--- src/sv/distance_glow_band_blend_defines.svh ---
// Assertion macros for the glow blend block.
// Both sample on clk and are disabled while rst_n is low.
`ifndef DISTANCE_GLOW_BAND_BLEND_DEFINES_SVH
`define DISTANCE_GLOW_BAND_BLEND_DEFINES_SVH

// Same-cycle implication
`define DGBB_ASSERT_NOW(label, ante, cons, msg) \
  label: assert property (@(posedge clk) disable iff (!rst_n) (ante) |-> (cons)) \
    else $error(msg);

// Next-cycle implication
`define DGBB_ASSERT_NEXT(label, ante, cons, msg) \
  label: assert property (@(posedge clk) disable iff (!rst_n) (ante) |=> (cons)) \
    else $error(msg);

`endif

--- src/sv/dgbb_pkg.sv ---
`timescale 1ns / 1ps

package dgbb_pkg;

  // Field widths
  localparam int COLOR_W   = 24;
  localparam int DIST_W    = 16;
  localparam int COL_W     = 11;
  localparam int CFG_IDX_W = 3;
  localparam int Q_W       = 16;   // weight, Q0.16

  // Register reset values
  localparam logic [COLOR_W-1:0] LINE_COLOR_RST = 24'h000000;
  localparam logic [COLOR_W-1:0] BG_COLOR_RST   = 24'hFFFFFF;
  localparam logic [COL_W-1:0]   BAND_WIDTH_RST = 11'd100;
  localparam logic [DIST_W-1:0]  DIST_THR_RST   = 16'd320;
  localparam logic [COL_W-1:0]   BAND_LEFT_RST  = 11'd0;

  // Register indexes
  typedef enum logic [CFG_IDX_W-1:0] {
    REG_LINE_COLOR = 3'd0,
    REG_BG_COLOR   = 3'd1,
    REG_BAND_WIDTH = 3'd2,
    REG_DIST_THR   = 3'd3,
    REG_BAND_LEFT  = 3'd4
  } cfg_idx_t;

  // Pixel: index 0 blue, 1 green, 2 red (same packing as the colour registers)
  typedef logic [2:0][7:0] pix_t;

  // What the last stage does with a pixel
  typedef enum logic [1:0] {
    MODE_PASS  = 2'd0,
    MODE_LINE  = 2'd1,
    MODE_BLEND = 2'd2
  } mode_t;

  typedef struct packed {
    mode_t mode;
    pix_t  pix;
  } meta_t;

endpackage

--- src/sv/dgbb_div_stage.sv ---
`timescale 1ns / 1ps

// One restoring division step as a pipeline stage: one quotient bit per stage.
module dgbb_div_stage #(
  parameter int DW = 24,
  parameter int QW = 16
) (
  input  logic                clk,
  input  logic                ld,
  input  logic [DW-1:0]       dsr,
  input  logic [DW-1:0]       rem_i,
  input  logic [QW-1:0]       quo_i,
  input  dgbb_pkg::meta_t     meta_i,
  output logic [DW-1:0]       rem_o,
  output logic [QW-1:0]       quo_o,
  output dgbb_pkg::meta_t     meta_o
);
  import dgbb_pkg::*;

  logic [DW:0]   rem2;
  logic [DW:0]   sub;
  logic          ge;
  logic [DW-1:0] rem_nxt;
  logic [QW-1:0] quo_nxt;
  logic [DW-1:0] rem_r;
  logic [QW-1:0] quo_r;
  meta_t         meta_r;

  // shift, trial subtract, keep if it fits
  always_comb begin
    rem2    = {rem_i, 1'b0};
    sub     = rem2 - {1'b0, dsr};
    ge      = (rem2 >= {1'b0, dsr});
    rem_nxt = ge ? sub[DW-1:0] : rem2[DW-1:0];
    quo_nxt = {quo_i[QW-2:0], ge};
  end

  always_ff @(posedge clk) begin
    if (ld) begin
      rem_r  <= rem_nxt;
      quo_r  <= quo_nxt;
      meta_r <= meta_i;
    end
  end

  assign rem_o  = rem_r;
  assign quo_o  = quo_r;
  assign meta_o = meta_r;

endmodule

--- src/sv/distance_glow_band_blend.sv ---
`timescale 1ns / 1ps

// Channel   Direction  Handshake          Payload
// in_       request    in_valid/in_ready  pixel_blue/green/red, line_distance, column
// out_      result     out_valid/out_ready out_blue/green/red
// cfg_      write      cfg_we             cfg_index, cfg_wdata
//
// One pixel per clock sustained while the output is not stalled.
// The pipeline is the 16-stage weight divider, one quotient bit per stage,
// plus input, classify, numerator, product and output stages (21 in all).
// Synchronous reset clears the stage valid bits and loads the register defaults.
// Each stage has its own ready, so a stalled output only holds full stages
// and requests keep coming in while empty stages remain.
module distance_glow_band_blend #(
  parameter int RAMP_COLUMNS = 50
) (
  input  logic                           clk,
  input  logic                           rst_n,
  // request channel
  input  logic                           in_valid,
  output logic                           in_ready,
  input  logic [7:0]                     in_pixel_blue,
  input  logic [7:0]                     in_pixel_green,
  input  logic [7:0]                     in_pixel_red,
  input  logic [dgbb_pkg::DIST_W-1:0]    in_line_distance,
  input  logic [dgbb_pkg::COL_W-1:0]     in_column,
  // result channel
  output logic                           out_valid,
  input  logic                           out_ready,
  output logic [7:0]                     out_blue,
  output logic [7:0]                     out_green,
  output logic [7:0]                     out_red,
  // configuration
  input  logic                           cfg_we,
  input  logic [dgbb_pkg::CFG_IDX_W-1:0] cfg_index,
  input  logic [dgbb_pkg::COLOR_W-1:0]   cfg_wdata
);
  import dgbb_pkg::*;

`include "distance_glow_band_blend_defines.svh"

  localparam int NW    = $clog2(RAMP_COLUMNS + 1);
  localparam int DW    = DIST_W + NW;
  localparam int SW    = COL_W + 3;
  localparam int PW    = Q_W + 9;
  localparam int S_DIV = 3;
  localparam int S_PRD = S_DIV + Q_W;
  localparam int S_OUT = S_PRD + 1;
  localparam int NST   = S_OUT + 1;

  localparam logic signed [SW-1:0] RAMP_S = SW'(RAMP_COLUMNS);
  localparam logic [DW-1:0]        RAMP_D = DW'(RAMP_COLUMNS);

  // ---------------- configuration registers ----------------
  logic [COLOR_W-1:0] line_color_r;
  logic [COLOR_W-1:0] bg_color_r;
  logic [COL_W-1:0]   band_width_r;
  logic [DIST_W-1:0]  dist_thr_r;
  logic [COL_W-1:0]   band_left_r;

  always_ff @(posedge clk) begin
    if (!rst_n) begin
      line_color_r <= LINE_COLOR_RST;
      bg_color_r   <= BG_COLOR_RST;
      band_width_r <= BAND_WIDTH_RST;
      dist_thr_r   <= DIST_THR_RST;
      band_left_r  <= BAND_LEFT_RST;
    end else if (cfg_we) begin
      unique case (cfg_idx_t'(cfg_index))
        REG_LINE_COLOR: line_color_r <= cfg_wdata;
        REG_BG_COLOR:   bg_color_r   <= cfg_wdata;
        REG_BAND_WIDTH: band_width_r <= cfg_wdata[COL_W-1:0];
        REG_DIST_THR:   dist_thr_r   <= cfg_wdata[DIST_W-1:0];
        REG_BAND_LEFT:  band_left_r  <= cfg_wdata[COL_W-1:0];
        default: ;
      endcase
    end
  end

  // ---------------- stage valids and ready chain ----------------
  logic [NST-1:0] v_r;
  logic [NST-1:0] v_in;
  logic [NST:0]   rdy;

  always_comb begin
    rdy[NST] = out_ready;
    for (int k = NST - 1; k >= 0; k--) begin
      rdy[k] = !v_r[k] || rdy[k+1];
    end
  end

  assign v_in = {v_r[NST-2:0], in_valid};

  always_ff @(posedge clk) begin
    if (!rst_n) begin
      v_r <= '0;
    end else begin
      for (int k = 0; k < NST; k++) begin
        if (rdy[k]) v_r[k] <= v_in[k];
      end
    end
  end

  assign in_ready = rdy[0];

  // ---------------- stage 0: capture request ----------------
  pix_t              s0_pix_r;
  logic [DIST_W-1:0] s0_dist_r;
  logic [COL_W-1:0]  s0_col_r;

  always_ff @(posedge clk) begin
    if (rdy[0]) begin
      s0_pix_r  <= {in_pixel_red, in_pixel_green, in_pixel_blue};
      s0_dist_r <= in_line_distance;
      s0_col_r  <= in_column;
    end
  end

  // ---------------- stage 1: ramp numerator and classification ----------------
  logic signed [SW-1:0] left_s, right_s, lo_s, hi_s, col_s, ramp_s;
  logic [NW-1:0]        n_nxt;
  mode_t                mode_nxt;
  logic [DIST_W-1:0]    diff_nxt;

  always_comb begin
    left_s  = $signed({{(SW-COL_W){1'b0}}, band_left_r});
    right_s = left_s + $signed({{(SW-COL_W){1'b0}}, band_width_r});
    col_s   = $signed({{(SW-COL_W){1'b0}}, s0_col_r});
    lo_s    = left_s - RAMP_S;
    hi_s    = right_s + RAMP_S;
    priority if (col_s >= left_s && col_s <= right_s) begin
      ramp_s = RAMP_S;
    end else if (col_s >= lo_s && col_s < left_s) begin
      ramp_s = col_s - lo_s;
    end else if (col_s > right_s && col_s <= hi_s) begin
      ramp_s = hi_s - col_s;
    end else begin
      ramp_s = '0;
    end
    n_nxt = ramp_s[NW-1:0];

    // zero distance wins over the ramp; far or off-ramp passes through
    priority if (s0_dist_r == '0) begin
      mode_nxt = MODE_LINE;
    end else if (s0_dist_r >= dist_thr_r || n_nxt == '0) begin
      mode_nxt = MODE_PASS;
    end else begin
      mode_nxt = MODE_BLEND;
    end
    diff_nxt = dist_thr_r - s0_dist_r;
  end

  meta_t             s1_meta_r;
  logic [DIST_W-1:0] s1_diff_r;
  logic [NW-1:0]     s1_n_r;

  always_ff @(posedge clk) begin
    if (rdy[1]) begin
      s1_meta_r <= '{mode: mode_nxt, pix: s0_pix_r};
      s1_diff_r <= diff_nxt;
      s1_n_r    <= n_nxt;
    end
  end

  // ---------------- stage 2: numerator (T-d)*n ----------------
  meta_t         s2_meta_r;
  logic [DW-1:0] s2_num_r;
  logic [DW-1:0] num_nxt;
  logic [DW-1:0] dsr;

  assign num_nxt = {{NW{1'b0}}, s1_diff_r} * {{DIST_W{1'b0}}, s1_n_r};
  // divisor RAMP_COLUMNS*T; the user must keep it fixed while pixels are in flight, the block does not enforce it
  assign dsr     = {{NW{1'b0}}, dist_thr_r} * RAMP_D;

  always_ff @(posedge clk) begin
    if (rdy[2]) begin
      s2_meta_r <= s1_meta_r;
      s2_num_r  <= num_nxt;
    end
  end

  // ---------------- stages 3..18: w = num*2^16 / dsr ----------------
  logic [DW-1:0]  rem_a  [0:Q_W];
  logic [Q_W-1:0] quo_a  [0:Q_W];
  meta_t          meta_a [0:Q_W];

  assign rem_a[0]  = s2_num_r;
  assign quo_a[0]  = '0;
  assign meta_a[0] = s2_meta_r;

  for (genvar k = 0; k < Q_W; k++) begin : g_div
    dgbb_div_stage #(
      .DW (DW),
      .QW (Q_W)
    ) u_div (
      .clk    (clk),
      .ld     (rdy[S_DIV+k]),
      .dsr    (dsr),
      .rem_i  (rem_a[k]),
      .quo_i  (quo_a[k]),
      .meta_i (meta_a[k]),
      .rem_o  (rem_a[k+1]),
      .quo_o  (quo_a[k+1]),
      .meta_o (meta_a[k+1])
    );
  end

  // ---------------- stage 19: blend products ----------------
  logic [Q_W-1:0] w;
  logic [Q_W:0]   inv_w;
  pix_t           bg_pix, ln_pix;
  logic [PW-1:0]  bgp_nxt [3];
  logic [PW-1:0]  lnp_nxt [3];

  assign w      = quo_a[Q_W];
  assign inv_w  = {1'b1, {Q_W{1'b0}}} - {1'b0, w};
  assign bg_pix = bg_color_r;
  assign ln_pix = line_color_r;

  always_comb begin
    for (int c = 0; c < 3; c++) begin
      bgp_nxt[c] = PW'(bg_pix[c]) * PW'(inv_w);
      lnp_nxt[c] = PW'(ln_pix[c]) * PW'(w);
    end
  end

  meta_t         prd_meta_r;
  logic [PW-1:0] bgp_r [3];
  logic [PW-1:0] lnp_r [3];

  always_ff @(posedge clk) begin
    if (rdy[S_PRD]) begin
      prd_meta_r <= meta_a[Q_W];
      for (int c = 0; c < 3; c++) begin
        bgp_r[c] <= bgp_nxt[c];
        lnp_r[c] <= lnp_nxt[c];
      end
    end
  end

  // ---------------- stage 20: sum, select, output register ----------------
  logic [PW-1:0] sum_c [3];
  pix_t          blend_pix;
  pix_t          out_pix_nxt;
  pix_t          out_pix_r;

  always_comb begin
    for (int c = 0; c < 3; c++) begin
      sum_c[c]     = bgp_r[c] + lnp_r[c];
      blend_pix[c] = sum_c[c][Q_W+7:Q_W];
    end
    unique case (prd_meta_r.mode)
      MODE_LINE:  out_pix_nxt = ln_pix;
      MODE_BLEND: out_pix_nxt = blend_pix;
      default:    out_pix_nxt = prd_meta_r.pix;
    endcase
  end

  always_ff @(posedge clk) begin
    if (rdy[S_OUT]) out_pix_r <= out_pix_nxt;
  end

  assign out_valid = v_r[S_OUT];
  assign out_blue  = out_pix_r[0];
  assign out_green = out_pix_r[1];
  assign out_red   = out_pix_r[2];

  // ---------------- assertions ----------------
  `DGBB_ASSERT_NEXT(a_req_enters, in_valid && in_ready, v_r[0], "accepted request not in stage 0")
  `DGBB_ASSERT_NOW(a_block_full, !in_ready, (&v_r) && !out_ready, "input blocked with a bubble")
  `DGBB_ASSERT_NEXT(a_prd_held, v_r[S_OUT] && !out_ready && v_r[S_PRD], v_r[S_PRD], "item lost in stall")

endmodule

--- config.mk ---
export PLATFORM = sky130hd
export DESIGN_NAME = distance_glow_band_blend
export DESIGN_NICKNAME = d
export VERILOG_FILES = /design/src/sv/dgbb_pkg.sv /design/src/sv/dgbb_div_stage.sv /design/src/sv/distance_glow_band_blend.sv
export VERILOG_INCLUDE_DIRS = /design/src /design/src/sv
export SDC_FILE = /design/constraint.sdc
export NUM_CORES = 2
export LEC_CHECK = 0
export ABC_AREA = 1
export BUFFER_PORTS_ARGS = -buffer_cell sky130_fd_sc_hd__buf_2
export CAP_MARGIN = 20
export CORE_ASPECT_RATIO = 1.4
export CORE_MARGIN = 5
export CORE_UTILIZATION = 50
export CTS_CLUSTER_DIAMETER = 100
export DETAILED_ROUTE_END_ITERATION = 8
export PLACE_DENSITY = 0.66
export SYNTH_ARGS = -nofsm -noshare
export SYNTH_HDL_FRONTEND = slang
export SYNTH_SLANG_ARGS = --single-unit
--- constraint.sdc ---
create_clock -name clk -period 20 [get_ports clk]
set_clock_uncertainty 0.15 [all_clocks]
set_input_delay 2 -clock clk [delete_from_list [all_inputs] [get_ports clk]]
set_output_delay 2 -clock clk [all_outputs]
set_load 0.01 [all_outputs]
== After elaboration in Yosys (flattened, before gate mapping) ==
Memory sizes are Yosys's and may differ from the RTL's.
Index checks and enable logic that the tools add are counted.

* Output and inout port bits: 26
* Memories kept: 2
* Flip-flop bits (word level): 1186
* Logic and storage cells: 299
* Bits in writable memories: 147
* Bits of input ports: 83

{| class="wikitable"
|+ Memories
! name !! words !! bits a word !! rd ports !! clocked after Yosys merged registers in !! wr ports !! RTL line !! text
|-
| bgp_r || 3 || 25 || 3 || 0 || 3 || distance_glow_band_blend.sv:228 || <nowiki>logic [PW-1:0] bgp_r [3];</nowiki>
|-
| lnp_r || 3 || 24 || 3 || 0 || 3 || distance_glow_band_blend.sv:229 || <nowiki>logic [PW-1:0] lnp_r [3];</nowiki>
|}

* Multiply operators: 8
* Magnitude comparators: 23
* Add/subtract/negate cells: 25
* Eq/ne operators: 6
* Reduce and logical (&&, ||, !) cells: 54
* Multiplexer cells: 22

{| class="wikitable"
|+ Operator list
! operator !! count
|-
| 23-bit by 22-bit >= comparator with 1-bit output || 16
|-
| 22-bit 2-to-1 mux || 15
|-
| 22-bit subtractor || 15
|-
| 8-bit by 17-bit multiplier with 25-bit output || 3
|-
| 24-bit adder || 3
|-
| 8-bit by 16-bit multiplier with 24-bit output || 3
|-
| 24-bit case mux with 2 select lines || 1
|-
| 1-bit logical OR || 22
|-
| 16-bit by 6-bit multiplier with 22-bit output || 1
|-
| 1-bit logical NOT || 21
|-
| 16-bit by 5-bit multiplier with 21-bit output, second input constant || 1
|-
| 6-bit 2-to-1 mux || 3
|-
| 17-bit by 16-bit subtractor with 17-bit output, first input constant || 1
|-
| 16-bit >= comparator || 1
|-
| 16-bit logical NOT || 1
|-
| 16-bit subtractor || 1
|-
| 12-bit by 6-bit adder with 13-bit output, second input constant || 1
|-
| 11-bit by 13-bit less-or-equal comparator with 1-bit output || 1
|-
| 11-bit by 11-bit adder with 12-bit output || 1
|-
| 12-bit >= comparator || 1
|-
| 11-bit by 12-bit > comparator with 1-bit output || 1
|-
| 11-bit by 12-bit less-or-equal comparator with 1-bit output || 1
|-
| 11-bit by 6-bit subtractor with 12-bit output, second input constant || 1
|-
| 6-bit subtractor || 2
|-
| 13 further kinds || 21
|}

== Logic depth before layout (Yosys ltp) ==
* Depth in word-level cells: 22
* Depth in mapped cells: 36
* Depth with buffers taken out: 33

== By module ==
Synthesis repeated with hierarchy kept, for this count alone.

* Cell total of the unflattened synthesis: 13230
* Area, all modules: 111778.5 um^2

{| class="wikitable"
|+ Modules (own cells, without submodules)
! module !! area an instance (um^2) !! cells each !! seq. area each (um^2) !! instances
|-
| dgbb_div_stage || 3956.3 || 478 || 1921.8 || 16
|-
| distance_glow_band_blend || 48477.7 || 5582 || 12381.9 || 1
|}

== Least setup slack after synthesis ==
OpenSTA, ideal clock, no wires.

* Path type: input to output
* Start point: input port out_ready
* End point: output port in_ready
* Data required time: 17.850 ns
* Path slack: 1.414 ns
* Stages: 12
* Data arrival time: 16.436 ns
* Path buffers: 0
* Cell sequence: inv_1 nand3_1 nor2_2 nand4_1 nor2_2 nand4_2 nor2_4 nand4_1 nor2_2 nand4_1 nor2_2 nand3_1

* Cells in the longest elaborated chain, start to end: 21

{| class="wikitable"
|+ RTL lines
! element !! RTL line !! text
|-
| from (decl) || distance_glow_band_blend.sv:29 || <nowiki>input logic out_ready,</nowiki>
|-
| 1-bit logical OR (2 in series) || distance_glow_band_blend.sv:88 || <nowiki>rdy[k] = !v_r[k] || rdy[k+1];</nowiki>
|-
| net rdy[19] || distance_glow_band_blend.sv:83 || <nowiki>logic [NST:0] rdy;</nowiki>
|-
| 1-bit logical OR (4 in series) || distance_glow_band_blend.sv:88 ||
|-
| net g_div[12].u_div.ld || dgbb_div_stage.sv:9 || <nowiki>input logic ld,</nowiki>
|-
| 1-bit logical OR (4 in series) || distance_glow_band_blend.sv:88 ||
|-
| net g_div[8].u_div.ld || dgbb_div_stage.sv:9 ||
|-
| 1-bit logical OR (4 in series) || distance_glow_band_blend.sv:88 ||
|-
| net g_div[4].u_div.ld || dgbb_div_stage.sv:9 ||
|-
| 1-bit logical OR (4 in series) || distance_glow_band_blend.sv:88 ||
|-
| net g_div[0].u_div.ld || dgbb_div_stage.sv:9 ||
|-
| 1-bit logical OR (3 in series) || distance_glow_band_blend.sv:88 ||
|-
| to (decl) || distance_glow_band_blend.sv:21 || <nowiki>output logic in_ready,</nowiki>
|}

The timed path passes the listed nets, and every way through them passes these cells.

== Final worst setup path ==
* Start point: register dist_thr_r[1]
* End point: register g_div[3].u_div.rem_r[10] (data pin)

* Cells in the longest elaborated chain, start to end: 3
* Elaborated cells between the ends (all ways): 4
* Those cells by class: 1 x add/sub; 1 x mul; 1 x order compare; 1 x mux

{| class="wikitable"
|+ RTL lines
! element !! RTL line !! text
|-
| from (decl) || distance_glow_band_blend.sv:58 || <nowiki>logic [DIST_W-1:0] dist_thr_r;</nowiki>
|-
| from (signal assigned) || distance_glow_band_blend.sv:73 || <nowiki>REG_DIST_THR: dist_thr_r <= cfg_wdata[DIST_W-1:0];</nowiki>
|-
| 16-bit by 5-bit multiplier with 21-bit output || distance_glow_band_blend.sv:173 || <nowiki>assign dsr = {{NW{1'b0}}, dist_thr_r} * RAMP_D;</nowiki>
|-
| 23-bit by 22-bit >= comparator with 1-bit output || dgbb_div_stage.sv:33 || <nowiki>ge = (rem2 >= {1'b0, dsr});</nowiki>
|-
| net g_div[3].u_div.ge || dgbb_div_stage.sv:22 || <nowiki>logic ge;</nowiki>
|-
| 22-bit 2-to-1 mux || dgbb_div_stage.sv:34 || <nowiki>rem_nxt = ge ? sub[DW-1:0] : rem2[DW-1:0];</nowiki>
|-
| net g_div[3].u_div.rem_nxt[10] || dgbb_div_stage.sv:23 || <nowiki>logic [DW-1:0] rem_nxt;</nowiki>
|-
| to (signal assigned) || dgbb_div_stage.sv:40 || <nowiki>rem_r <= rem_nxt;</nowiki>
|-
| to (decl) || dgbb_div_stage.sv:25 || <nowiki>logic [DW-1:0] rem_r;</nowiki>
|}

The timed path passes the listed nets, and every way through them passes these cells.
A chain may end at the register's enable or synchronous reset.

==> reports/qor.csv <==
stage,metric,value,unit
setup_path,kind of critical path,register to register,
timing,final setup TNS,0,ps
clock_tree,cts bufs inserted,137,
setup_path,crit-path cells,"ha_1, ha_1, ha_1, inv_1, fa_2, inv_1, a31oi_1, o21ai_0, a21oi_1, o21bai_1, a31oi_1, o21ai_0, xor2_4, buf_16, ha_1, nand2_1, nor4_1, nand3_1, nand3_1, clkinv_1, o21ai_0",
timing,Slew Limit Fails,0,
route,met3 WL,12.4,mm
final_layout,fin nets,11200,
clock_tree,clock slew at the register clock pins of the worst setup and hold paths,60,ps
timing,final setup vio count,0,
setup_path,worst reg2reg endpoint,g_div[3].u_div.rem_o[10]$_DFFE_PP_,
route,drt first pass iters,8,
final_layout,Area Overhead vs Synth,8.87,%
final_layout,"commonest non-fill, non-tap cell in the layout",nand2_1,
floorplanning,DIE AREA,194000,sq um
global_routing,initial antenna violation count,4,
clock_tree,Root Driver,clkbuf_16,
final_layout,"commonest cells after routing, fill and taps aside","2,100 x nand2_1, 1,425 x inv_1, 1,208 x edfxtp_1",
clock_tree,clk buf depth,3,
global_routing,first-pass GRT wire length,380,mm
status,status,"complete, no violations",
route,drt total wl,246,mm
setup_path,reg-to-reg critical path startpoint,dist_thr_r[1]$_SDFFE_PN0P_,
clock_tree,clock latency at the later pin of the worst-skew pair,810,ps
yosys,Yosys warnings,0,
timing,achievable frequency,128,MHz
hold_path,Hold Path Stages,0,
timing,"Hold Violations, Final",0,
placed_design,Final GP Congestion,0.959,
setup_path,Max Fanout on Critical Path,35,
final_layout,Filler cells,16100,
route,drt drc,0,
hold_path,Tightest Hold Check Type,register to register,
route,Highest Signal Layer,met4,
yosys,"FFs w/ async S/R, synth",0,%
setup_path,critical path arrival,8280,ps
setup_path,R2R setup slack,12190,ps
floorplanning,DIE HEIGHT,519,um
floorplanning,row cnt,186,
route,metal2 WL,126,mm
timing,post-route minimum period,7810,ps
clock_tree,post-cts sizing count,0,
yosys,syn_area_per_cell,9.62,sq um
clock_tree,# hold bufs at CTS,0,
clock_tree,"Setup Fix Bufs, Post-CTS",0,
clock_tree,CTS tree,yes,
yosys,Seq cells post-synth,1315,
final_layout,final instance area,101000,sq um
hold_path,min-delay src,g_div[2].u_div.meta_o[10]$_DFFE_PP_,
yosys,Synth Flop Type,edfxtp_1,
route,vias per cell,5.48,
setup_path,CP Capture Type,register,
yosys,Post-synth EDFFs,1208,
setup_path,CP Launch Type,register,
yosys,Mapped Nets,11100,
route,drt wl/cell,20.1,um
yosys,distinct cell type count after synthesis,54,
timing,RSZ-0062 raised after global routing,false,
setup_path,cells on worst reg2reg path,21,
hold_path,hold path endpoint,g_div[3].u_div.meta_o[10]$_DFFE_PP_,
global_routing,pin count of the biggest net entering global routing,78,
floorplanning,chip width,373,um
global_routing,global-route usage over all layers,25.2,%
global_routing,vias in the first global route,69700,
setup_path,most frequent cell on the critical path,ha_1,
yosys,post-synthesis cell count,9611,
clock_tree,htree depth,4,
yosys,Post-Syn Area,92500,sq um
yosys,"Seq/Total Area, Yosys",41.5,%
floorplanning,core area,184000,sq um
final_layout,share of cells above drive strength 1,5.45,%
route,initial DRC count,3982,
setup_path,Setup crit start,dist_thr_r[1]$_SDFFE_PN0P_,
floorplanning,Starting Density,50.3,%
global_routing,grt total ovfl,0,
route,Vias,67200,
setup_path,CP required,20470,ps
timing,max_slew headroom,20.3,%
placed_design,Port Buffer Count,108,
setup_path,slowest CP cell,dfxtp_2,
clock_tree,Num Clock Sinks,1315,
setup_path,Crit path largest cell delay,900,ps
floorplanning,IO Pins,109,
placed_design,Post-DP Area,96000,sq um
route,post-route ant nets,0,
placed_design,Final HPWL DP,189,mm
timing,final period utilization,39.1,%
timing,worst slew pin tran,1190,ps
job,maxcap violations,0,
route,met1 WL,87.9,mm
[worst max-delay path, delay by kind of cell, from the launching register on]
| kind | cells | cell delay (ps) |
|---|---|---|
| buffers and inverters | 4 | 1100 |
| adder cells (fa/ha/maj) | 5 | 1630 |
| XOR/XNOR | 1 | 480 |
| AO/OA/AOI/OAI | 7 | 2400 |
| flip-flops | 1 | 900 |
| AND/OR/NAND/NOR | 4 | 930 |
[flip-flops by register name, summed over array words and instances, names as in the netlist, 22 cells and up]
register / flops
prd_meta_r: 26
s2_num_r: 22
bg_color_r: 24
s0_pix_r: 24
line_color_r: 24
g_div.u_div.quo_o: 136
bgp_r: 72
g_div.u_div.meta_o: 416
s1_meta_r: 26
meta_a: 26
lnp_r: 72
g_div.u_div.rem_o: 315
[layout make-up]
class	instances	area, sq um	area share (%)
timing repair buffer	192	1240	1.24
antenna	4	10.0	0.00994
clock inverter	75	922	0.916
clock buffer	174	3670	3.65
inverter	1448	5440	5.40
multi-input combinational	6604	47900	47.6
tap	2444	3060	3.04
sequential	1315	38400	38.2
[routing by layer]
metal	vias up	global-route usage, %
li1	32100	-
met1	32400	26.7
met2	2013	46.1
met3	736	3.54
met4	0	17.3
met5	-	0
[cell usage after synthesis (all sizes together) (2+ instances only)]
library cell / count / area share, %
nand2: 2117 / 8.6
inv: 1437 / 5.8
edfxtp: 1208 / 39
ha: 824 / 11
a21oi: 634 / 3.4
nor2: 608 / 2.5
fa: 606 / 13
o21ai: 583 / 3.2
nand3: 243 / 1.3
clkbuf: 223 / 0.91
xor2: 212 / 2.0
xnor2: 210 / 2.0
dfxtp: 107 / 2.3
nand4: 70 / 0.49
or2: 65 / 0.44
nor3: 62 / 0.35
nor4: 60 / 0.41
o211ai: 53 / 0.43
a21boi: 38 / 0.31
a21o: 38 / 0.31
a31oi: 38 / 0.26
o221ai: 31 / 0.29
a221oi: 27 / 0.26
buf: 21 / 0.11
a31o: 18 / 0.17
o21bai: 17 / 0.14
o21a: 12 / 0.097
clkinv: 11 / 0.045
o31ai: 9 / 0.073
nand3b: 8 / 0.065
a211oi: 5 / 0.041
nor3b: 5 / 0.041
o2111ai: 2 / 0.019
o211a: 2 / 0.022
or3: 2 / 0.024
[metrics by stage]
stage          std cells  setup WS (ps)  hold WS [ps]  utilization, %
2_1_floorplan       9611           1410           250               -
3_3_place_gp       12000          12200           251            52.2
3_5_place_dp       12000          11880           255            52.2
4_1_cts            12200          11880           248            54.7
5_1_grt            12300          11580           255            54.8
6_report           12300          12190           256            54.8
[how the worst max path moves through the flow]
stage	slack [ps]	to	cells past startpoint
final	12190	g_div[3].u_div.rem_o[10]$_DFFE_PP_	21
after global routing	11580	g_div[2].u_div.rem_o[19]$_DFFE_PP_	25
after CTS	11880	g_div[3].u_div.rem_o[10]$_DFFE_PP_	20
after detailed placement	11880	g_div[3].u_div.rem_o[10]$_DFFE_PP_	20
after global placement	12200	g_div[2].u_div.rem_o[11]$_DFFE_PP_	21
after floorplan	1410	in_ready	12
[cell families after synthesis]
family                   count (synthesis)  share of synthesized area [%]
AO/OA/AOI/OAI                         1509                           9.02
XOR/XNOR                               422                           4.00
adder cells (fa/ha/maj)               1430                           24.3
buffers and inverters                 1692                           6.90
flip-flops                            1315                           41.5
AND/OR/NAND/NOR                       3243                           14.3
Power is not shown: default switching activity piles up to over one toggle a cycle in this logic, so the estimate is an artifact.
